===== config.mk =====
export PLATFORM = sky130hd
export DESIGN_NAME = incubator_climate_alarm_controller
export DESIGN_NICKNAME = d
export VERILOG_FILES = /design/src/rtl/icac_pkg.sv /design/src/rtl/icac_regs.sv /design/src/rtl/icac_alarm.sv /design/src/rtl/icac_ctrl.sv /design/src/rtl/incubator_climate_alarm_controller.sv
export SDC_FILE = /design/constraint.sdc
export NUM_CORES = 1
export LEC_CHECK = 0
export BUFFER_PORTS_ARGS = -buffer_cell sky130_fd_sc_hd__buf_2
export CAP_MARGIN = 20
export CORE_MARGIN = 2
export CORE_UTILIZATION = 40
export DETAILED_ROUTE_END_ITERATION = 7
export GPL_TIMING_DRIVEN = 0
export SLEW_MARGIN = 20
export SYNTH_ARGS = -nofsm -noshare
export SYNTH_HDL_FRONTEND = slang
export SYNTH_SLANG_ARGS = --single-unit

===== constraint.sdc =====
create_clock -name clk -period 5.5 [get_ports clk]
set_input_delay 1.1 -clock clk [delete_from_list [all_inputs] [get_ports clk]]
set_output_delay 1.1 -clock clk [all_outputs]
set_load 0.005 [all_outputs]

===== src/rtl/icac_pkg.sv =====
// Shared types and constants for the incubator climate alarm controller.
// No dependencies; every other RTL file imports this package.
`default_nettype none

package icac_pkg;

	localparam int unsigned TEMP_W = 8;
	localparam int unsigned HUM_W  = 7;
	localparam int unsigned TIME_W = 32;
	localparam int unsigned ADDR_W = 5;
	localparam int unsigned DATA_W = 32;

	// Fixed humidity critical bounds in percent.
	localparam logic [HUM_W-1:0] HUM_CRITICAL_HIGH = 7'd80;
	localparam logic [HUM_W-1:0] HUM_CRITICAL_LOW  = 7'd40;

	// Register indexes (byte address divided by four).
	localparam logic [2:0] REG_TEMP_HIGH  = 3'd0;
	localparam logic [2:0] REG_TEMP_LOW   = 3'd1;
	localparam logic [2:0] REG_TEMP_CHIGH = 3'd2;
	localparam logic [2:0] REG_TEMP_CLOW  = 3'd3;
	localparam logic [2:0] REG_HUM_HIGH   = 3'd4;
	localparam logic [2:0] REG_HUM_LOW    = 3'd5;
	localparam logic [2:0] REG_ALARM_DLY  = 3'd6;
	localparam logic [2:0] REG_CRIT_DLY   = 3'd7;

	// Alarm levels.
	localparam logic [1:0] LVL_NONE     = 2'd0;
	localparam logic [1:0] LVL_ALARM    = 2'd1;
	localparam logic [1:0] LVL_CRITICAL = 2'd2;

	// Alarm events.
	localparam logic [2:0] EV_NONE           = 3'd0;
	localparam logic [2:0] EV_ALARM          = 3'd1;
	localparam logic [2:0] EV_CRITICAL       = 3'd2;
	localparam logic [2:0] EV_RECOVERED      = 3'd3;
	localparam logic [2:0] EV_RECOVERED_CRIT = 3'd4;

	typedef struct packed {
		logic [TEMP_W-1:0] temp_high_limit;
		logic [TEMP_W-1:0] temp_low_limit;
		logic [TEMP_W-1:0] temp_critical_high;
		logic [TEMP_W-1:0] temp_critical_low;
		logic [HUM_W-1:0]  hum_high_limit;
		logic [HUM_W-1:0]  hum_low_limit;
		logic [TIME_W-1:0] alarm_delay_ms;
		logic [TIME_W-1:0] critical_delay_ms;
	} cfg_t;

	typedef struct packed {
		logic [TEMP_W-1:0] temperature;
		logic [HUM_W-1:0]  humidity;
		logic [TIME_W-1:0] now_ms;
	} sample_t;

	typedef struct packed {
		logic       lamp_on;
		logic       cooler_on;
		logic       humidifier_on;
		logic       buzzer_on;
		logic       critical_alert;
		logic [1:0] temp_alarm_level;
		logic [1:0] hum_alarm_level;
		logic [2:0] temp_event;
		logic [2:0] hum_event;
	} result_t;

	// Buzzer control from one alarm timer.
	typedef struct packed {
		logic raised;
		logic recovered;
	} alarm_stat_t;

endpackage

`default_nettype wire


===== src/rtl/icac_regs.sv =====
// APB-style configuration registers of the incubator climate alarm controller.
// Depends on icac_pkg for the register indexes and the cfg_t layout.
`default_nettype none

module icac_regs
	import icac_pkg::*;
(
	input  wire logic              clk,
	input  wire logic              arst_n,
	input  wire logic              psel,
	input  wire logic              penable,
	input  wire logic              pwrite,
	input  wire logic [ADDR_W-1:0] paddr,
	input  wire logic [DATA_W-1:0] pwdata,
	output logic      [DATA_W-1:0] prdata,
	output logic                   pready,
	output cfg_t                   cfg
);

	cfg_t       cfg_q;
	logic       wr_en;
	logic [2:0] idx;

	assign pready = 1'b1;
	assign wr_en  = psel && penable && pwrite && pready;
	assign idx    = paddr[ADDR_W-1:2];
	assign cfg    = cfg_q;

	always_ff @(posedge clk or negedge arst_n) begin
		if (!arst_n) begin
			cfg_q.temp_high_limit    <= 8'd38;
			cfg_q.temp_low_limit     <= 8'd37;
			cfg_q.temp_critical_high <= 8'd40;
			cfg_q.temp_critical_low  <= 8'd35;
			cfg_q.hum_high_limit     <= 7'd65;
			cfg_q.hum_low_limit      <= 7'd55;
			cfg_q.alarm_delay_ms     <= 32'd600000;
			cfg_q.critical_delay_ms  <= 32'd1800000;
		end else if (wr_en) begin
			case (idx)
				REG_TEMP_HIGH:  cfg_q.temp_high_limit    <= pwdata[TEMP_W-1:0];
				REG_TEMP_LOW:   cfg_q.temp_low_limit     <= pwdata[TEMP_W-1:0];
				REG_TEMP_CHIGH: cfg_q.temp_critical_high <= pwdata[TEMP_W-1:0];
				REG_TEMP_CLOW:  cfg_q.temp_critical_low  <= pwdata[TEMP_W-1:0];
				REG_HUM_HIGH:   cfg_q.hum_high_limit     <= pwdata[HUM_W-1:0];
				REG_HUM_LOW:    cfg_q.hum_low_limit      <= pwdata[HUM_W-1:0];
				REG_ALARM_DLY:  cfg_q.alarm_delay_ms     <= pwdata[TIME_W-1:0];
				REG_CRIT_DLY:   cfg_q.critical_delay_ms  <= pwdata[TIME_W-1:0];
				default: ;
			endcase
		end
	end

	always_comb begin
		case (idx)
			REG_TEMP_HIGH:  prdata = {24'd0, cfg_q.temp_high_limit};
			REG_TEMP_LOW:   prdata = {24'd0, cfg_q.temp_low_limit};
			REG_TEMP_CHIGH: prdata = {24'd0, cfg_q.temp_critical_high};
			REG_TEMP_CLOW:  prdata = {24'd0, cfg_q.temp_critical_low};
			REG_HUM_HIGH:   prdata = {25'd0, cfg_q.hum_high_limit};
			REG_HUM_LOW:    prdata = {25'd0, cfg_q.hum_low_limit};
			REG_ALARM_DLY:  prdata = cfg_q.alarm_delay_ms;
			REG_CRIT_DLY:   prdata = cfg_q.critical_delay_ms;
			default:        prdata = '0;
		endcase
	end

endmodule

`default_nettype wire


===== src/rtl/icac_alarm.sv =====
// Two-stage alarm timer for one measured quantity: level, timestamp and event.
// Depends on icac_pkg for level and event codes.
`default_nettype none

module icac_alarm
	import icac_pkg::*;
(
	input  wire logic              clk,
	input  wire logic              arst_n,
	input  wire logic              upd,
	input  wire logic              in_range,
	input  wire logic [TIME_W-1:0] now_ms,
	input  wire logic [TIME_W-1:0] alarm_delay_ms,
	input  wire logic [TIME_W-1:0] critical_delay_ms,
	output logic      [1:0]        level,
	output logic      [2:0]        event_code,
	output alarm_stat_t            stat
);

	logic [1:0]        level_q;
	logic [TIME_W-1:0] since_q;
	logic [TIME_W-1:0] elapsed;
	logic              past_alarm;
	logic              past_crit;
	logic [1:0]        level_n;
	logic [2:0]        ev_n;

	// A return to range restarts the timer at now, and no escalation can happen
	// in the same sample, since past_alarm needs the quantity out of range.
	assign elapsed    = now_ms - since_q;
	assign past_alarm = !in_range && (elapsed > alarm_delay_ms);
	assign past_crit  = elapsed > critical_delay_ms;

	always_comb begin
		level_n        = level_q;
		ev_n           = EV_NONE;
		stat.raised    = 1'b0;
		stat.recovered = 1'b0;
		if (in_range) begin
			stat.recovered = 1'b1;
			level_n        = LVL_NONE;
			if (level_q == LVL_ALARM) begin
				ev_n = EV_RECOVERED;
			end else if (level_q == LVL_CRITICAL) begin
				ev_n = EV_RECOVERED_CRIT;
			end
		end else if (past_alarm) begin
			if (level_q == LVL_NONE) begin
				level_n     = LVL_ALARM;
				ev_n        = EV_ALARM;
				stat.raised = 1'b1;
			end else if (level_q == LVL_ALARM && past_crit) begin
				level_n = LVL_CRITICAL;
				ev_n    = EV_CRITICAL;
			end
		end
	end

	assign level      = level_n;
	assign event_code = ev_n;

	always_ff @(posedge clk or negedge arst_n) begin
		if (!arst_n) begin
			level_q <= LVL_NONE;
			since_q <= '1;
		end else if (upd) begin
			level_q <= level_n;
			if (in_range) begin
				since_q <= now_ms;
			end
		end
	end

endmodule

`default_nettype wire


===== src/rtl/icac_ctrl.sv =====
// Actuator control with hysteresis, critical flag and the two alarm timers.
// Depends on icac_pkg and instantiates icac_alarm twice.
`default_nettype none

module icac_ctrl
	import icac_pkg::*;
(
	input  wire logic    clk,
	input  wire logic    arst_n,
	input  wire logic    upd,
	input  wire cfg_t    cfg,
	input  wire sample_t smp,
	output result_t      res
);

	logic        lamp_q, cooler_q, humid_q, buzzer_q;
	logic        lamp_n, cooler_n, humid_n, buzzer_n;
	logic        t_hi, t_lo, h_hi, h_lo;
	logic        crit;
	alarm_stat_t t_stat, h_stat;
	logic [1:0]  t_level, h_level;
	logic [2:0]  t_ev, h_ev;

	assign t_hi = smp.temperature > cfg.temp_high_limit;
	assign t_lo = !t_hi && (smp.temperature < cfg.temp_low_limit);
	assign h_hi = smp.humidity > cfg.hum_high_limit;
	assign h_lo = !h_hi && (smp.humidity < cfg.hum_low_limit);

	assign crit = (t_hi && (smp.temperature > cfg.temp_critical_high))
		|| (t_lo && (smp.temperature < cfg.temp_critical_low))
		|| (h_hi && (smp.humidity > HUM_CRITICAL_HIGH))
		|| (h_lo && (smp.humidity < HUM_CRITICAL_LOW));

	// The humidity side may override the cooler only where temperature allows.
	always_comb begin
		lamp_n   = lamp_q;
		cooler_n = cooler_q;
		humid_n  = humid_q;
		if (t_hi) begin
			lamp_n   = 1'b0;
			cooler_n = 1'b1;
		end else if (t_lo) begin
			lamp_n   = 1'b1;
			cooler_n = 1'b0;
		end
		if (h_hi) begin
			humid_n = 1'b0;
			if (smp.temperature > cfg.temp_low_limit) begin
				cooler_n = 1'b1;
			end
		end else if (h_lo) begin
			humid_n = 1'b1;
			if (smp.temperature < cfg.temp_high_limit) begin
				cooler_n = 1'b0;
			end
		end
	end

	// A new alarm wins over any recovery in the same sample.
	always_comb begin
		buzzer_n = buzzer_q;
		if (t_stat.raised || h_stat.raised) begin
			buzzer_n = 1'b1;
		end else if (t_stat.recovered || h_stat.recovered) begin
			buzzer_n = 1'b0;
		end
	end

	icac_alarm u_temp_alarm (
		.clk               (clk),
		.arst_n            (arst_n),
		.upd               (upd),
		.in_range          (!t_hi && !t_lo),
		.now_ms            (smp.now_ms),
		.alarm_delay_ms    (cfg.alarm_delay_ms),
		.critical_delay_ms (cfg.critical_delay_ms),
		.level             (t_level),
		.event_code        (t_ev),
		.stat              (t_stat)
	);

	icac_alarm u_hum_alarm (
		.clk               (clk),
		.arst_n            (arst_n),
		.upd               (upd),
		.in_range          (!h_hi && !h_lo),
		.now_ms            (smp.now_ms),
		.alarm_delay_ms    (cfg.alarm_delay_ms),
		.critical_delay_ms (cfg.critical_delay_ms),
		.level             (h_level),
		.event_code        (h_ev),
		.stat              (h_stat)
	);

	always_ff @(posedge clk or negedge arst_n) begin
		if (!arst_n) begin
			lamp_q   <= 1'b0;
			cooler_q <= 1'b0;
			humid_q  <= 1'b0;
			buzzer_q <= 1'b0;
		end else if (upd) begin
			lamp_q   <= lamp_n;
			cooler_q <= cooler_n;
			humid_q  <= humid_n;
			buzzer_q <= buzzer_n;
		end
	end

	assign res.lamp_on          = lamp_n;
	assign res.cooler_on        = cooler_n;
	assign res.humidifier_on    = humid_n;
	assign res.buzzer_on        = buzzer_n;
	assign res.critical_alert   = crit;
	assign res.temp_alarm_level = t_level;
	assign res.hum_alarm_level  = h_level;
	assign res.temp_event       = t_ev;
	assign res.hum_event        = h_ev;

endmodule

`default_nettype wire


===== src/rtl/incubator_climate_alarm_controller.sv =====
// Top level of the incubator climate alarm controller: input register,
// result register and handshakes. Depends on icac_pkg, icac_regs, icac_ctrl.
//
//   channel   direction  handshake                  payload
//   sample    in         in_valid / in_stall        temperature, humidity, now_ms
//   result    out        out_valid / out_stall      lamp_on .. hum_event
//   config    in         APB psel/penable/pready    paddr, pwdata, prdata
//
// One request is accepted per cycle while in_stall is low; its result passes
// from the input register into the result register, where it is presented.
// The single compute stage between the two registers updates the actuator and
// alarm state as the request moves into the result register.
// A stalled result holds the result register; the input register then fills
// and in_stall rises in the same cycle. Reset clears the valids and the control state, not the data registers.
`default_nettype none

module incubator_climate_alarm_controller
	import icac_pkg::*;
(
	input  wire logic              clk,
	input  wire logic              arst_n,
	input  wire logic              in_valid,
	output logic                   in_stall,
	input  wire logic [TEMP_W-1:0] temperature,
	input  wire logic [HUM_W-1:0]  humidity,
	input  wire logic [TIME_W-1:0] now_ms,
	output logic                   out_valid,
	input  wire logic              out_stall,
	output logic                   lamp_on,
	output logic                   cooler_on,
	output logic                   humidifier_on,
	output logic                   buzzer_on,
	output logic                   critical_alert,
	output logic [1:0]             temp_alarm_level,
	output logic [1:0]             hum_alarm_level,
	output logic [2:0]             temp_event,
	output logic [2:0]             hum_event,
	input  wire logic              psel,
	input  wire logic              penable,
	input  wire logic              pwrite,
	input  wire logic [ADDR_W-1:0] paddr,
	input  wire logic [DATA_W-1:0] pwdata,
	output logic      [DATA_W-1:0] prdata,
	output logic                   pready
);

	cfg_t    cfg;
	sample_t smp_s1;
	logic    valid_s1;
	result_t res_c;
	result_t res_s2;
	logic    valid_s2;
	logic    s2_free;
	logic    adv;
	logic    take_in;

	icac_regs u_regs (
		.clk     (clk),
		.arst_n  (arst_n),
		.psel    (psel),
		.penable (penable),
		.pwrite  (pwrite),
		.paddr   (paddr),
		.pwdata  (pwdata),
		.prdata  (prdata),
		.pready  (pready),
		.cfg     (cfg)
	);

	assign s2_free  = !valid_s2 || !out_stall;
	assign adv      = valid_s1 && s2_free;
	assign in_stall = valid_s1 && !s2_free;
	assign take_in  = in_valid && !in_stall;

	icac_ctrl u_ctrl (
		.clk    (clk),
		.arst_n (arst_n),
		.upd    (adv),
		.cfg    (cfg),
		.smp    (smp_s1),
		.res    (res_c)
	);

	always_ff @(posedge clk or negedge arst_n) begin
		if (!arst_n) begin
			valid_s1 <= 1'b0;
			valid_s2 <= 1'b0;
		end else begin
			if (take_in) begin
				valid_s1 <= 1'b1;
			end else if (adv) begin
				valid_s1 <= 1'b0;
			end
			if (adv) begin
				valid_s2 <= 1'b1;
			end else if (!out_stall) begin
				valid_s2 <= 1'b0;
			end
		end
	end

	always_ff @(posedge clk) begin
		if (take_in) begin
			smp_s1.temperature <= temperature;
			smp_s1.humidity    <= humidity;
			smp_s1.now_ms      <= now_ms;
		end
		if (adv) begin
			res_s2 <= res_c;
		end
	end

	assign out_valid        = valid_s2;
	assign lamp_on          = res_s2.lamp_on;
	assign cooler_on        = res_s2.cooler_on;
	assign humidifier_on    = res_s2.humidifier_on;
	assign buzzer_on        = res_s2.buzzer_on;
	assign critical_alert   = res_s2.critical_alert;
	assign temp_alarm_level = res_s2.temp_alarm_level;
	assign hum_alarm_level  = res_s2.hum_alarm_level;
	assign temp_event       = res_s2.temp_event;
	assign hum_event        = res_s2.hum_event;

endmodule

`default_nettype wire


==> results.json <==
{
  "outcome": "finished, final reports clean",
  "final_nets": 2245,
  "yosys.area.top_type": "ha_1",
  "min_path_type": "reg2reg",
  "rsz0062_at_grt": "false",
  "via_per_inst": 5.49,
  "dieArea_mm2": 0.0439,
  "htree_levels": 1,
  "critPathMaxFanout": 6,
  "cts_sinks": 246,
  "switchingPower_mw": 4.80,
  "setup_ws_ps": 235,
  "fmax_ghz": 0.190,
  "finClkSkew_ps": 10.6,
  "regArea_mm2": 0.00659,
  "power_frac_comb_pct": 56.7,
  "synthesis.area_mm2": 0.0169,
  "critical_path_class": "reg2reg",
  "setup_viol": 0,
  "grt_usage_pct": 22.4,
  "cp_common_cell": "a21o_1",
  "die_y_um": 209,
  "vias": 13600,
  "setup_tns_ps": 0,
  "wl_um": 49400,
  "synth_edf_count": 62,
  "postCtsHoldBufs": 0,
  "syn_nets": 2074,
  "overflow": 0,
  "max-slew-margin-rel_pct": 40.2,
  "crit_chain": "ha_1 > nor2b_1 > o31ai_1 > a211oi_2 > and3b_4 > o41ai_4 > o21a_2 > xnor2_1 > ha_1 > a21o_1 > a21o_1 > a21o_1 > a21o_1 > a221oi_1 > o21ai_0 > o21ai_0 > nand2b_1 > o21ai_0",
  "worst_slew_pin_slew_ps": 889,
  "cp-end-kind": "register",
  "yosysSeqAreaShare_pct": 39.1,
  "dp_hpwl_um": 38600,
  "holdWs_ps": 490,
  "core_mm2": 0.0418,
  "netlist_top_cells_count": "234 x ha_1, 186 x o21ai_0, 182 x inv_1, 176 x nand2_1, 101 x dfstp_2",
  "ys_ff_latch": 246,
  "root_buffer": "clkbuf_16",
  "initial_core_util_pct": 40.4,
  "grt_max_degree": 95,
  "synth.most_common_cell": "ha_1",
  "worstPathRequired_ps": 5820,
  "multiInputGateArea_mm2": 0.00947,
  "synthCells": 1747,
  "drtIter0Drc": 740,
  "pre_cts_slack_ps": -210,
  "io_buffers": 135,
  "clk_pin_slew_worst_paths_ps": 60,
  "wire_per_inst_um": 19.9,
  "fillCellCount": 3933,
  "drv_slew": 0,
  "switching_share_pct": 42.2,
  "syn2layout_area_growth_pct": 14.8,
  "pwr-share-clk_pct": 17.9,
  "async_flop_share_pct": 74.8,
  "final_util_pct": 46.4,
  "yosysUniqueCellTypes": 74,
  "num_rows": 75,
  "slowest_stage": "edfxtp_1",
  "syn_area_per_cell_um2": 9.66,
  "firstDrtPassIters": 8,
  "p_int_mw": 6.57,
  "cts_inserted_buffers": 31,
  "place_congestion": 0.897,
  "grt_pass1_wl_um": 76700,
  "min_period_ps": 5270,
  "grt_pass1_vias": 13600,
  "drv_cap": 0,
  "period_share_pct": 95.7,
  "start_kind": "register",
  "crit_arrival_ps": 5580,
  "cts_tree": "yes",
  "die-width_um": 209,
  "ys_warn_count": 0,
  "p_per_area_mw_per_mm2": 587,
  "seqPwrFrac_pct": 25.4,
  "hold_violations": 0,
  "ys.flop_type": "dfstp_2",
  "peakVddDrop_mv": 0.257,
  "boundaryPins": 141,
  "p_leak_nw": 9.00,
  "synth_area_leaders": "ha_1 17%, dfstp_2 16%, dfrtp_1 12%",
  "antenna_found_initial": 0,
  "drc": 0,
  "max_stage_delay_ps": 530,
  "finalPower_mw": 11.4,
  "antenna_cells": 0,
  "drive_gt1_share_pct": 19.7,
  "clockBufferDepth": 3,
  "synth_top_cell_area_share_pct": 17.3,
  "clk_latency_ps": 580,
  "antenna_left": 0
}
[power by group through the flow]
stage               combinational [mW]  sequential [mW]  clock (mW)
global route                      7.30             2.95        2.14
global placement                  6.07             2.90           0
detailed placement                6.28             2.91           0
CTS                               6.34             2.89        2.08
finish                            6.45             2.89        2.03
floorplan                         4.63             2.82           0
[final cells by class]
| class | instances | area share, % |
|---|---|---|
| Tap cell | 539 | 3.48 |
| Clock buffer | 49 | 4.77 |
| Clock inverter | 8 | 0.465 |
| Inverter | 184 | 3.57 |
| Buffer | 49 | 0.969 |
| Sequential cell | 246 | 34.0 |
| Multi-Input combinational cell | 1268 | 48.9 |
| Timing Repair Buffer | 138 | 3.82 |
[cell usage in the layout (no fill, tap or decap), types with 63 or more instances in the layout]
cell     Yosys  routed
a21o_1      71      71
a21oi_1     93      93
buf_2        0     134
dfrtp_1     83      83
dfstp_2    101     101
ha_1       234     234
inv_1      182     182
mux2_2      63      63
nand2_1    176     176
nor2_1      66      65
o21ai_0    186     184
[flip-flops by register name, indices dropped and copies added, names as in the netlist, 2 cells and up]
| name | flops |
|---|---|
| hum_alarm_level | 2 |
| hum_event | 3 |
| smp_s1 | 47 |
| temp_alarm_level | 2 |
| temp_event | 3 |
| u_ctrl.u_hum_alarm.level_q | 2 |
| u_ctrl.u_hum_alarm.since_q | 32 |
| u_ctrl.u_temp_alarm.level_q | 2 |
| u_ctrl.u_temp_alarm.since_q | 32 |
| u_regs.cfg | 110 |
[per-stage QoR]
| step | cell area (um2) | instances |
|---|---|---|
| floorplan | 16900 | 1747 |
| global placement | 18200 | 2421 |
| detailed placement | 18300 | 2423 |
| CTS | 19300 | 2480 |
| global route | 19400 | 2481 |
| finish | 19400 | 2481 |
[logic make-up (layout without fill, tap and decap cells)]
group,after synthesis,count (layout),synth area share (%)
compound gates,502,502,18.8
simple gates,397,397,11.0
flops,246,246,39.1
fa+ha+maj,236,236,17.6
buf+inv,233,428,5.20
mux,77,77,5.40
xor+xnor,55,55,2.85
other cells,1,1,0.0222
[timing repair]
action | in CTS | in global routing
setup buffers | 0 | 1
cloned | 0 | 0
setup endpoints to repair | 8 | 13
pin swaps | 0 | 3
resized for setup | 2 | 11
[final timing paths]
path	startpoint	to	cells after the start	slack, ps
worst max-delay path	smp_s1[1]	hum_event[1]	18	230
worst min-delay path	u_ctrl.lamp_q	u_ctrl.lamp_q	2	490
worst max register to register	smp_s1[1]	hum_event[1]	18	230
worst min register to register	u_ctrl.lamp_q	u_ctrl.lamp_q	2	490
max in group asynchronous	arst_n	u_regs.cfg[104]	2	4030
min in group asynchronous	arst_n	u_regs.cfg[29]	1	510
[critical path: cells and delay by family (launching register included)]
family                   cells  cell delay [ps]
adder cells (fa/ha/maj)      2              670
AND/OR/NAND/NOR              3              620
flip-flops                   1              530
AO/OA/AOI/OAI               12             3000
XOR/XNOR                     1              200
[routing by layer]
layer	up-vias	part of all wire [%]	routed length (um)	global-route usage [%]
met1	6594	47	23000	31.3
li1	6605	-	-	-
met2	356	46	22800	37.4
met5	-	0	0	0
met3	64	4.8	2390	2.47
met4	0	2.4	1200	5.62
No activity file was read; power rests on OpenSTA's default activity.
